--- src/design/aip_pkg.sv ---
// Types, codes and constants shared by the ASCII integer parser.
`timescale 1ns / 1ps

package aip_pkg;

  localparam int unsigned CH_W     = 8;
  localparam int unsigned VALUE_W  = 64;
  localparam int unsigned CONS_W   = 16;
  localparam int unsigned STATUS_W = 2;
  localparam int unsigned RADIX_W  = 6;
  localparam int unsigned MODE_W   = 2;
  localparam int unsigned CFG_IDX_W  = 1;
  localparam int unsigned CFG_DATA_W = 8;
  localparam int unsigned PROD_W   = VALUE_W + RADIX_W + 1;

  localparam logic [VALUE_W-1:0] SMAX     = {1'b0, {(VALUE_W-1){1'b1}}};
  localparam logic [VALUE_W-1:0] SMAX_NEG = {1'b1, {(VALUE_W-1){1'b0}}};
  localparam logic [VALUE_W-1:0] UMAX     = {VALUE_W{1'b1}};

  localparam logic [RADIX_W-1:0] RADIX_AUTO  = 6'd0;
  localparam logic [RADIX_W-1:0] RADIX_MIN   = 6'd2;
  localparam logic [RADIX_W-1:0] RADIX_MAX   = 6'd36;
  localparam logic [RADIX_W-1:0] BASE_OCT    = 6'd8;
  localparam logic [RADIX_W-1:0] BASE_DEC    = 6'd10;
  localparam logic [RADIX_W-1:0] BASE_HEX    = 6'd16;
  localparam logic [RADIX_W-1:0] NO_DIGIT    = 6'd36;
  localparam logic [RADIX_W-1:0] RADIX_RESET = BASE_DEC;

  localparam logic [CH_W-1:0] CH_SPACE = 8'h20;
  localparam logic [CH_W-1:0] CH_TAB   = 8'h09;
  localparam logic [CH_W-1:0] CH_CR    = 8'h0D;
  localparam logic [CH_W-1:0] CH_PLUS  = 8'h2B;
  localparam logic [CH_W-1:0] CH_MINUS = 8'h2D;
  localparam logic [CH_W-1:0] CH_ZERO  = 8'h30;
  localparam logic [CH_W-1:0] CH_NINE  = 8'h39;
  localparam logic [CH_W-1:0] CH_UP_A  = 8'h41;
  localparam logic [CH_W-1:0] CH_UP_Z  = 8'h5A;
  localparam logic [CH_W-1:0] CH_UP_X  = 8'h58;
  localparam logic [CH_W-1:0] CH_LO_A  = 8'h61;
  localparam logic [CH_W-1:0] CH_LO_Z  = 8'h7A;
  localparam logic [CH_W-1:0] CH_LO_X  = 8'h78;

  localparam logic [CFG_IDX_W-1:0] CFG_RADIX = 1'b0;
  localparam logic [CFG_IDX_W-1:0] CFG_MODE  = 1'b1;

  localparam logic [MODE_W-1:0] MODE_PLAIN    = 2'd0;
  localparam logic [MODE_W-1:0] MODE_SIGNED   = 2'd1;
  localparam logic [MODE_W-1:0] MODE_UNSIGNED = 2'd2;
  localparam logic [MODE_W-1:0] MODE_RESET    = MODE_SIGNED;

  localparam logic [STATUS_W-1:0] ST_OK      = 2'd0;
  localparam logic [STATUS_W-1:0] ST_INVALID = 2'd1;
  localparam logic [STATUS_W-1:0] ST_RANGE   = 2'd2;

  typedef enum logic [4:0] {
    PH_LEAD   = 5'b00001,
    PH_FIRST  = 5'b00010,
    PH_ZERO   = 5'b00100,
    PH_XSEEN  = 5'b01000,
    PH_DIGITS = 5'b10000
  } phase_e;

  typedef struct packed {
    phase_e               phase;
    logic [VALUE_W-1:0]   acc;
    logic                 neg;
    logic                 ovf;
    logic [RADIX_W-1:0]   wbase;
  } parse_state_t;

  typedef struct packed {
    logic                 emit;
    logic [VALUE_W-1:0]   value;
    logic [CONS_W-1:0]    consumed;
    logic [STATUS_W-1:0]  status;
  } parse_result_t;

  localparam parse_state_t STATE_RESET = '{
    phase: PH_LEAD, acc: '0, neg: 1'b0, ovf: 1'b0, wbase: '0
  };

  function automatic logic [RADIX_W-1:0] digit_of(input logic [CH_W-1:0] c);
    logic [RADIX_W-1:0] d;
    d = NO_DIGIT;
    if (c >= CH_ZERO && c <= CH_NINE) begin
      d = RADIX_W'(c - CH_ZERO);
    end else if (c >= CH_LO_A && c <= CH_LO_Z) begin
      d = RADIX_W'(c - CH_LO_A) + BASE_DEC;
    end else if (c >= CH_UP_A && c <= CH_UP_Z) begin
      d = RADIX_W'(c - CH_UP_A) + BASE_DEC;
    end
    return d;
  endfunction

endpackage

--- src/design/aip_if.sv ---
// Channel interfaces: character input, parse result and configuration write.
`timescale 1ns / 1ps

interface aip_ch_if import aip_pkg::*; ();
  logic            valid;
  logic            ready;
  logic [CH_W-1:0] ch;

  modport source (output valid, output ch, input ready);
  modport sink   (input valid, input ch, output ready);
endinterface

interface aip_res_if import aip_pkg::*; ();
  logic                valid;
  logic                ready;
  logic [VALUE_W-1:0]  value;
  logic [CONS_W-1:0]   consumed;
  logic [STATUS_W-1:0] status;

  modport source (output valid, output value, output consumed, output status,
                  input ready);
  modport sink   (input valid, input value, input consumed, input status,
                  output ready);
endinterface

interface aip_cfg_if import aip_pkg::*; ();
  logic                  valid;
  logic                  ready;
  logic [CFG_IDX_W-1:0]  index;
  logic [CFG_DATA_W-1:0] data;

  modport source (output valid, output index, output data, input ready);
  modport sink   (input valid, input index, input data, output ready);
endinterface

--- src/design/aip_step.sv ---
// Per-character parse step: next string state and optional result.
`timescale 1ns / 1ps

module aip_step import aip_pkg::*; #(
  parameter int unsigned COUNT_BITS = 16
) (
  input  logic [CH_W-1:0]       ch_i,
  input  logic [RADIX_W-1:0]    radix_i,
  input  logic [MODE_W-1:0]     mode_i,
  input  parse_state_t          st_i,
  input  logic [COUNT_BITS-1:0] cnt_i,
  output parse_state_t          st_o,
  output logic [COUNT_BITS-1:0] cnt_o,
  output parse_result_t         res_o
);

  localparam int unsigned CW = (COUNT_BITS > CONS_W) ? COUNT_BITS : CONS_W;
  localparam logic [COUNT_BITS-1:0] CNT_MAX = {COUNT_BITS{1'b1}};

  logic [RADIX_W-1:0]    digit;
  logic [COUNT_BITS-1:0] cnt_inc;
  logic [RADIX_W-1:0]    fc_base;
  logic                  radix_bad;
  logic [RADIX_W-1:0]    acc_base;
  logic [RADIX_W-1:0]    base_eff;
  logic [PROD_W-1:0]     prod;
  logic [VALUE_W-1:0]    limit;
  logic                  range_mode;
  logic                  acc_ovf;
  logic                  ws;
  logic                  do_first;
  logic                  do_acc;
  logic                  do_finish;
  logic [COUNT_BITS-1:0] emit_cnt;
  logic [CW-1:0]         emit_ext;
  parse_state_t          st_d;
  logic [COUNT_BITS-1:0] cnt_d;
  parse_result_t         res;

  assign digit     = digit_of(ch_i);
  assign cnt_inc   = (cnt_i == CNT_MAX) ? cnt_i : cnt_i + COUNT_BITS'(1);
  assign fc_base   = (radix_i == RADIX_AUTO) ? BASE_DEC : radix_i;
  assign radix_bad = (radix_i != RADIX_AUTO) &&
                     ((radix_i < RADIX_MIN) || (radix_i > RADIX_MAX));
  assign ws        = (ch_i == CH_SPACE) || ((ch_i >= CH_TAB) && (ch_i <= CH_CR));

  always_comb begin
    if (st_i.phase == PH_XSEEN) begin
      acc_base = BASE_HEX;
    end else if (st_i.phase == PH_LEAD || st_i.phase == PH_FIRST) begin
      acc_base = fc_base;
    end else begin
      acc_base = st_i.wbase;
    end
  end

  assign base_eff   = (acc_base < RADIX_MIN) ? RADIX_MIN : acc_base;
  assign prod       = PROD_W'(st_i.acc) * PROD_W'(base_eff) + PROD_W'(digit);
  assign range_mode = (mode_i == MODE_SIGNED) || (mode_i == MODE_UNSIGNED);
  assign limit      = (mode_i == MODE_UNSIGNED) ? UMAX : (st_i.neg ? SMAX_NEG : SMAX);
  assign acc_ovf    = range_mode && (prod > PROD_W'(limit));

  always_comb begin
    st_d      = st_i;
    cnt_d     = cnt_i;
    res       = '0;
    do_first  = 1'b0;
    do_acc    = 1'b0;
    do_finish = 1'b0;
    emit_cnt  = cnt_i;

    unique case (st_i.phase)
      PH_LEAD: begin
        if (ws) begin
          cnt_d = cnt_inc;
        end else if (ch_i == CH_PLUS || ch_i == CH_MINUS) begin
          st_d.neg   = (ch_i == CH_MINUS);
          st_d.phase = PH_FIRST;
          cnt_d      = cnt_inc;
        end else begin
          do_first = 1'b1;
        end
      end
      PH_FIRST: begin
        do_first = 1'b1;
      end
      PH_ZERO: begin
        if (ch_i == CH_LO_X || ch_i == CH_UP_X) begin
          st_d.phase = PH_XSEEN;
          cnt_d      = cnt_inc;
        end else begin
          st_d.phase = PH_DIGITS;
          if (digit < st_i.wbase) begin
            do_acc = 1'b1;
          end else begin
            do_finish = 1'b1;
          end
        end
      end
      PH_XSEEN: begin
        if (digit < BASE_HEX) begin
          st_d.wbase = BASE_HEX;
          st_d.phase = PH_DIGITS;
          do_acc     = 1'b1;
        end else begin
          res.emit   = 1'b1;
          res.status = ST_OK;
          emit_cnt   = (cnt_i == '0) ? '0 : cnt_i - COUNT_BITS'(1);
        end
      end
      PH_DIGITS: begin
        if (digit < st_i.wbase) begin
          do_acc = 1'b1;
        end else begin
          do_finish = 1'b1;
        end
      end
      default: begin
        st_d = st_i;
      end
    endcase

    if (do_first) begin
      if (radix_bad) begin
        res.emit   = 1'b1;
        res.status = ST_INVALID;
        emit_cnt   = '0;
      end else if (ch_i == CH_ZERO &&
                   (radix_i == RADIX_AUTO || radix_i == BASE_HEX)) begin
        st_d.wbase = (radix_i == RADIX_AUTO) ? BASE_OCT : BASE_HEX;
        st_d.acc   = '0;
        st_d.phase = PH_ZERO;
        cnt_d      = cnt_inc;
      end else if (digit < fc_base) begin
        st_d.wbase = fc_base;
        st_d.phase = PH_DIGITS;
        do_acc     = 1'b1;
      end else begin
        res.emit   = 1'b1;
        res.status = ST_INVALID;
        emit_cnt   = '0;
      end
    end

    if (do_acc) begin
      cnt_d = cnt_inc;
      if (!st_i.ovf) begin
        if (acc_ovf) begin
          st_d.ovf = 1'b1;
        end else begin
          st_d.acc = prod[VALUE_W-1:0];
        end
      end
    end

    if (do_finish) begin
      res.emit = 1'b1;
      if (st_i.ovf) begin
        res.value  = (mode_i == MODE_UNSIGNED) ? UMAX : SMAX;
        res.status = ST_RANGE;
      end else begin
        res.value  = st_i.neg ? (VALUE_W'(0) - st_i.acc) : st_i.acc;
        res.status = ST_OK;
      end
    end

    emit_ext     = CW'(emit_cnt);
    res.consumed = (emit_ext > CW'({CONS_W{1'b1}})) ? {CONS_W{1'b1}} :
                   emit_ext[CONS_W-1:0];

    if (res.emit) begin
      st_d  = STATE_RESET;
      cnt_d = '0;
    end
  end

  assign st_o  = st_d;
  assign cnt_o = cnt_d;
  assign res_o = res;

endmodule

--- src/design/ascii_integer_parser_core.sv ---
// Top level of the streaming ASCII string-to-integer parser.
//
//   channel  | modport | payload                         | transfer
//   ---------+---------+---------------------------------+-------------------
//   in_i     | sink    | ch[7:0]                         | valid && ready
//   out_o    | source  | value[63:0] consumed[15:0] st[1:0]| valid && ready
//   cfg_i    | sink    | index[0:0] data[7:0]            | valid (ready = 1)
//
// One character per cycle unless out_o stalls: input register, one step
// of 64x6 multiply-add with range compare, then the string state and the
// result register. A result passes both registers before it is valid.
// Reset restores radix 10, signed mode and an empty string; no clearing pass.
// A full result register holds the input stage until out_o is taken.
`timescale 1ns / 1ps

module ascii_integer_parser_core import aip_pkg::*; #(
  parameter int unsigned COUNT_BITS = 16
) (
  input  logic       clk_i,
  input  logic       rst_ni,
  aip_ch_if.sink     in_i,
  aip_res_if.source  out_o,
  aip_cfg_if.sink    cfg_i
);

  logic                  in_valid_q;
  logic [CH_W-1:0]       in_ch_q;
  logic                  advance;
  parse_state_t          st_q, st_d;
  logic [COUNT_BITS-1:0] cnt_q, cnt_d;
  logic [RADIX_W-1:0]    radix_q;
  logic [MODE_W-1:0]     mode_q;
  parse_result_t         step_res;
  logic                  out_valid_q;
  logic [VALUE_W-1:0]    out_value_q;
  logic [CONS_W-1:0]     out_cons_q;
  logic [STATUS_W-1:0]   out_status_q;

  assign advance     = in_valid_q && (!out_valid_q || out_o.ready);
  assign in_i.ready  = !in_valid_q || advance;
  assign cfg_i.ready = 1'b1;

  aip_step #(
    .COUNT_BITS (COUNT_BITS)
  ) u_aip_step (
    .ch_i    (in_ch_q),
    .radix_i (radix_q),
    .mode_i  (mode_q),
    .st_i    (st_q),
    .cnt_i   (cnt_q),
    .st_o    (st_d),
    .cnt_o   (cnt_d),
    .res_o   (step_res)
  );

  always_ff @(posedge clk_i or negedge rst_ni) begin
    if (!rst_ni) begin
      in_valid_q  <= 1'b0;
      st_q        <= STATE_RESET;
      cnt_q       <= '0;
      radix_q     <= RADIX_RESET;
      mode_q      <= MODE_RESET;
      out_valid_q <= 1'b0;
    end else begin
      if (in_i.ready) begin
        in_valid_q <= in_i.valid;
      end
      if (advance) begin
        st_q  <= st_d;
        cnt_q <= cnt_d;
      end
      if (advance && step_res.emit) begin
        out_valid_q <= 1'b1;
      end else if (out_o.ready) begin
        out_valid_q <= 1'b0;
      end
      if (cfg_i.valid) begin
        unique case (cfg_i.index)
          CFG_RADIX: radix_q <= cfg_i.data[RADIX_W-1:0];
          CFG_MODE:  mode_q  <= cfg_i.data[MODE_W-1:0];
          default:   radix_q <= radix_q;
        endcase
      end
    end
  end

  always_ff @(posedge clk_i) begin
    if (in_i.valid && in_i.ready) begin
      in_ch_q <= in_i.ch;
    end
    if (advance && step_res.emit) begin
      out_value_q  <= step_res.value;
      out_cons_q   <= step_res.consumed;
      out_status_q <= step_res.status;
    end
  end

  assign out_o.valid    = out_valid_q;
  assign out_o.value    = out_value_q;
  assign out_o.consumed = out_cons_q;
  assign out_o.status   = out_status_q;

endmodule

--- src/flat_wrapper.sv ---
// flat-port wrapper written by rule: the top's interface ports become plain ports
module ascii_integer_parser_core_flat import aip_pkg::*;
#(
  parameter int unsigned COUNT_BITS = 16
)
  (clk_i, rst_ni, in_i_valid, in_i_ch, in_i_ready, out_o_valid, out_o_value, out_o_consumed, out_o_status, out_o_ready, cfg_i_valid, cfg_i_index, cfg_i_data, cfg_i_ready);
  aip_ch_if in_i_i ();
  aip_res_if out_o_i ();
  aip_cfg_if cfg_i_i ();
  input  logic clk_i;
  input  logic rst_ni;
  input wire logic [$bits(in_i_i.valid)-1:0] in_i_valid;
  input wire logic [$bits(in_i_i.ch)-1:0] in_i_ch;
  output wire logic [$bits(in_i_i.ready)-1:0] in_i_ready;
  output wire logic [$bits(out_o_i.valid)-1:0] out_o_valid;
  output wire logic [$bits(out_o_i.value)-1:0] out_o_value;
  output wire logic [$bits(out_o_i.consumed)-1:0] out_o_consumed;
  output wire logic [$bits(out_o_i.status)-1:0] out_o_status;
  input wire logic [$bits(out_o_i.ready)-1:0] out_o_ready;
  input wire logic [$bits(cfg_i_i.valid)-1:0] cfg_i_valid;
  input wire logic [$bits(cfg_i_i.index)-1:0] cfg_i_index;
  input wire logic [$bits(cfg_i_i.data)-1:0] cfg_i_data;
  output wire logic [$bits(cfg_i_i.ready)-1:0] cfg_i_ready;
  assign in_i_i.valid = in_i_valid;
  assign in_i_i.ch = in_i_ch;
  assign in_i_ready = in_i_i.ready;
  assign out_o_valid = out_o_i.valid;
  assign out_o_value = out_o_i.value;
  assign out_o_consumed = out_o_i.consumed;
  assign out_o_status = out_o_i.status;
  assign out_o_i.ready = out_o_ready;
  assign cfg_i_i.valid = cfg_i_valid;
  assign cfg_i_i.index = cfg_i_index;
  assign cfg_i_i.data = cfg_i_data;
  assign cfg_i_ready = cfg_i_i.ready;
  ascii_integer_parser_core #(.COUNT_BITS(COUNT_BITS)) u_core (.clk_i(clk_i), .rst_ni(rst_ni), .in_i(in_i_i), .out_o(out_o_i), .cfg_i(cfg_i_i));
endmodule
--- config.mk ---
export PLATFORM = sky130hd
export DESIGN_NAME = ascii_integer_parser_core_flat
export DESIGN_NICKNAME = d
export VERILOG_FILES = /design/src/design/aip_pkg.sv /design/src/design/aip_if.sv /design/src/design/aip_step.sv /design/src/design/ascii_integer_parser_core.sv /design/src/flat_wrapper.sv
export SDC_FILE = /design/constraint.sdc
export NUM_CORES = 2
export LEC_CHECK = 0
export ABC_AREA = 1
export BUFFER_PORTS_ARGS = -buffer_cell sky130_fd_sc_hd__buf_2
export CAP_MARGIN = 20
export CELL_PAD_IN_SITES_DETAIL_PLACEMENT = 0
export CELL_PAD_IN_SITES_GLOBAL_PLACEMENT = 2
export CORE_MARGIN = 3
export CORE_UTILIZATION = 40
export CTS_CLUSTER_DIAMETER = 50
export DETAILED_ROUTE_END_ITERATION = 8
export MAX_ROUTING_LAYER = met4
export PLACE_DENSITY = 0.88
export SLEW_MARGIN = 20
export SYNTH_ARGS = -nofsm -noshare
export SYNTH_HDL_FRONTEND = slang
export SYNTH_HIERARCHICAL = 1
export SYNTH_SLANG_ARGS = --single-unit
export TNS_END_PERCENT = 10
--- constraint.sdc ---
create_clock -name clk_i -period 12.6 [get_ports clk_i]
set_clock_uncertainty 0.15 [all_clocks]
set_input_delay 2.52 -clock clk_i [delete_from_list [all_inputs] [get_ports clk_i]]
set_output_delay 2.52 -clock clk_i [all_outputs]
set_load 0.05 [all_outputs]
* Yosys cells after proc, flatten, opt, wreduce, memory -nomap -nowiden
Cells that the tools add are included.
** Operators by class
- Multipliers :: 1
- Order comparisons :: 16
- $add $sub $neg :: 9
- Reductions and logical operators :: 32
- Equality and inequality tests :: 16
- Bitwise logic cells :: 1
- Multiplexer cells :: 85
** Operators by type and width (count)
- 64-bit two-way mux :: 9
- 16-bit two-way mux :: 16
- 69-bit two-way mux :: 2
- 6-bit two-way mux :: 13
- 77-bit two-way mux :: 1
- 70-bit by 6-bit adder with 71-bit output :: 1
- 71-bit by 64-bit > comparator with 1-bit output :: 1
- 64-bit by 6-bit multiplier with 70-bit output :: 1
- 65-bit two-way mux :: 1
- 1-bit by 64-bit subtractor with 64-bit output, first input constant :: 1
- 5-bit two-way mux :: 7
- 8-bit by 6-bit == test with 1-bit output, second input constant :: 4
- 16-bit case mux with 2 select lines :: 1
- 1-bit two-way mux :: 29
- 16-bit by 1-bit adder with 16-bit output, second input constant :: 1
- 16-bit == test, second input constant :: 1
- 8-bit by 7-bit == test with 1-bit output, second input constant :: 2
- 8-bit by 7-bit greater-or-equal comparator with 1-bit output, second input constant :: 2
- 16-bit > comparator, second input constant :: 1
- 8-bit by 7-bit less-or-equal comparator with 1-bit output, second input constant :: 2
- 16-bit zero test :: 1
- 16-bit by 1-bit subtractor with 16-bit output, second input constant :: 1
- 5-bit case mux with 3 select lines :: 1
- 6-bit by 4-bit adder with 6-bit output, second input constant :: 2
- other kinds (31) :: 59
** Storage, ports and cells
- Word-level logic and storage cells :: 174
- Flip-flop bits (word level) :: 193
- Output and inout bits :: 85

* Longest topological paths before layout
- Depth after elaboration :: 16
- Depth in mapped cells :: 59
- Depth with buffers taken out :: 58

* By module
Netlist, hierarchy kept.
** By module, submodules not included
- aip_step :: cells an instance 3696, area each 22278.9 um^2, instances 1
- ascii_integer_parser_core :: cells an instance 541, area each 6787.8 um^2, instances 1

* Least setup slack after synthesis
Ideal clock, no wire load.
- Kind :: register -> register
- Start point :: register u_core/st_q[72] (netlist name)
- End point :: register u_core/st_q[54] (netlist name)
- Setup time :: 117 ps
- Path buffers :: 1
- Data arrival time :: 7620 ps
- Setup slack :: 4714 ps
- Stages on the path, launching flop included :: 50
- Path through :: dfstp_2 -> nand4_1 -> inv_1 -> nor2_2 -> inv_2 -> nand2_1 -> nand3_1 -> inv_1 -> nor2_1 -> nand3_1 -> nand2_1 -> nor2_1 -> fa_1 -> inv_1 -> fa_1 -> inv_1 -> fa_1 -> inv_1 -> (+14 left out) -> nand2_1 -> or2_2 -> nand2_1 -> inv_1 -> ha_1 -> nand4_1 -> nor3_1 -> nand2_1 -> or4_1 -> nand2_1 -> nand2_1 -> nand2_2 -> buf_1 -> nand3_1 -> nand2_1 -> nor2_1 -> nand3_1 -> nand2_1
** RTL lines
- from (decl) :: RTL line ascii_integer_parser_core.sv:29 : parse_state_t st_q, st_d;
- from (signal assigned) :: RTL line ascii_integer_parser_core.sv:69 : st_q <= st_d;

==> qor_table.md <==
| Metric | Value | Unit |
|:---|:---|:---|
| Outcome | complete, no violations | - |
| Std cell rows | 98 | - |
| Effective utilization at floorplan | 40.5 | % |
| Cell repeated most along the worst path | nand2_1 | - |
| Count of different cell masters after synthesis | 59 | - |
| Number of nets at the end of the flow | 4732 | - |
| Count of buffers inserted at the top-level ports | 103 | - |
| Synthesized area per cell | 6.86 | µm² |
| Slew at the pin closest to its max-slew limit | 1.07 | ns |
| Routed Wire Length | 101 | mm |
| Routed vias/inst | 5.28 | - |
| Final Hold Violating Endpoints | 0 | - |
| DR DRC count | 0 | - |
| Root cell of the clock tree | clkbuf_16 | - |
| Initial antenna violation count | 1 | - |
| Max-Slew Margin vs Limit | 29.0 | % |
| Fraction of final layout cells with drive strength greater than 1 | 5.86 | % |
| Yosys warning total | 6 | - |
| Arr. time, crit path | 11.34 | ns |
| Post-synthesis cell count | 4237 | - |
| Proportion of synthesized chip area in sequential cells | 18.2 | % |
| MaxCap Viol Count | 0 | - |
| Number of nets in the synthesized netlist | 4749 | - |
| Hold-fix buffers, CTS | 0 | - |
| First drt pass iteration count | 7 | - |
| Ant. Diodes | 0 | - |
| Maximum buffer depth of the clock tree | 2 | - |
| Clock latency on the worst-skew pair | 0.46 | ns |
| Leakage power of the design | 17.4 | nW |
| Relative area change from synthesis to final layout | 6.28 | % |
| Wire length per cell | 19.5 | µm |
| Crit Path Max Fanout | 45 | - |
| Worst-case vdd ir drop | 0.101 | mV |
| Post-route cell area | 0.0309 | mm² |
| Count of final max-slew check failures | 0 | - |
| Total global routing track utilization | 27.6 | % |
| Commonest cells after routing, fill and taps aside | nand2_1 (1118), nor2_1 (613), inv_1 (610) | - |
| Vertical die dimension | 276 | µm |
| Crit share post-route | 88.0 | % |
| Via count of the first global-routing pass | 26400 | - |
| Type of the most critical hold path | reg -> reg | - |
| CP max stage cell | inv_2 | - |
| Deepest level of the CTS H-tree | 4 | - |
| Routability Congestion | 0.920 | - |
| Clock buffer count from CTS | 17 | - |
| Placed Area | 0.0303 | mm² |
| Post-cts sizing count | 0 | - |
| Asr flop ratio synth | 53.4 | % |
| Global-route wire length before repair | 157 | mm |
| Die span in x | 276 | µm |
| Category of the most critical setup path | reg -> reg | - |
| Clock tree from TritonCTS | yes | - |
| Sum of overflow across all layers after global routing | 0 | - |
| Number of register bits inferred by synthesis | 193 | - |
| Maximum clock rate | 0.0902 | GHz |
| Crit path required time | 12.85 | ns |
| Via count of the routed design | 27400 | - |
| Power per cell area | 43.5 | mW/mm² |
| Maximum number of pins on one net before global-route repair | 100 | - |
| Number of buffers added for setup after CTS | 0 | - |
| Predominant post-synthesis flop cell | dfrtp_1 | - |
| DR iter-0 viols | 2248 | - |
| Sum of net half-perimeters after detailed placement | 80.7 | mm |
| Final critical-path required period | 11.09 | ns |
| Number of enable-type register cells in the synthesized netlist | 90 | - |
| Setup Viol. Count Final | 0 | - |
| Core box area | 0.0717 | mm² |
| Clock transition time at the flip-flop clock pins of the worst setup and hold paths | 0.08 | ns |
| Kind of end point of the critical path | flop | - |
| I/O pin count | 107 | - |
| Antenna viol nets, final | 0 | - |
| Largest stage delay, worst path | 0.77 | ns |
| Setup Total Neg Slack | 0 | ns |
| Kind of start point of the critical path | flop | - |
| Most frequent standard cell in the layout excluding fill and tap cells | nand2_1 | - |
| Synthesized area | 0.0291 | mm² |
| Unrepaired setup endpoints after global routing | no | - |
| Die ar. | 0.0759 | mm² |
| Clk sinks | 193 | - |
sequential cells by signal, indices dropped and copies added (netlist names):
register               flops
u_core/st_q               77
u_core/out_o.value        64
u_core/cnt_q              16
u_core/out_o.consumed     16
u_core/in_ch_q             8
u_core/radix_q             6
u_core/mode_q              2
u_core/out_o.status        2
u_core/in_valid_q          1
u_core/out_o.valid         1
where the power goes:
part	switching, mW	internal (mW)	total, mW
Sequential	0.00892	0.661	0.670
Clock	0.290	0.284	0.573
Combinational	0.0746	0.0266	0.101
Total	0.373	0.971	1.34
cell usage after synthesis (25+ instances only):
library cell / count / area, µm²
nand3_1: 251 / 1260
clkbuf_1: 92 / 345
buf_2: 48 / 240
ha_1: 238 / 2980
a21oi_1: 219 / 1100
xor2_1: 53 / 464
fa_1: 252 / 5040
nand2_1: 1119 / 4200
dfrtp_1: 99 / 2480
edfxtp_1: 90 / 2700
xnor2_1: 34 / 298
o21ai_0: 106 / 531
nor3_1: 45 / 225
nor2_1: 616 / 2310
nand3b_1: 34 / 255
inv_1: 610 / 2290
nand4_1: 46 / 288
nor4_1: 25 / 156
a31oi_1: 55 / 344
metrics by stage:
stage | utilization (%) | worst slack (ns) | power (mW) | hold WS, ns | instances
finish | 43.1 | 1.51 | 1.34 | 0.341 | 5183
CTS | 43.1 | 1.55 | 1.36 | 0.346 | 5182
detailed placement | 42.2 | 1.62 | 0.784 | 0.334 | 5150
global route | 43.1 | 0.769 | 1.39 | 0.362 | 5183
floorplan | - | 4.71 | 0.741 | 0.290 | 4237
global placement | 42.2 | 1.72 | 0.783 | 0.333 | 5150
path summary, 6_finish.rpt:
path	from	end	slack, ns	cells past startpoint
min	u_core/radix_q[3]	u_core/radix_q[3]	0.34	2
min in group asynchronous	rst_ni	u_core/st_q[2]	1.88	1
min reg2reg	u_core/radix_q[3]	u_core/radix_q[3]	0.34	2
max	u_core/st_q[76]	u_core/st_q[21]	1.51	44
max in group asynchronous	rst_ni	u_core/st_q[51]	8.93	3
max reg2reg	u_core/st_q[76]	u_core/st_q[21]	1.51	44
final cells by class:
cell class	count	area [µm²]
repair buffers	136	788
multi-input cells	3243	20700
clock buffers	17	425
fillers	7712	40800
flip-flops and latches	193	5290
inverters	629	2360
well taps	950	1190
clock inverters	15	169
worst max-delay path, delay by kind of cell, from the launching register on:
family	cells	cell delay, ns
buf+inv	9	2.16
xor+xnor	1	0.38
simple gates	25	4.44
fa+ha+maj	6	2.68
compound gates	3	0.72
flops	1	0.46
cells by family (layout without fill, tap and decap cells):
family                     after synthesis  in the layout  synth area share (%)
other                                    1              1                0.0129
AOI/OAI and AO/OA                      472            472                  9.20
DFF                                    193            193                  18.2
xor gates and xnor gates                87             87                  2.62
and+or+nand+nor                       2193           2193                  31.5
buffers and inverters                  801            797                  10.9
adders and majority gates              490            490                  27.6
layer usage:
| metal | wire length (µm) | share of wire [%] | GRT usage, % |
|---|---|---|---|
| met2 | 45100 | 45 | 41.8 |
| met1 | 47800 | 47 | 39.1 |
| met4 | 2070 | 2.0 | 6.10 |
| met3 | 6270 | 6.2 | 3.93 |
| met5 | 0 | 0 | - |
No activity file was read; power rests on OpenSTA's default activity.
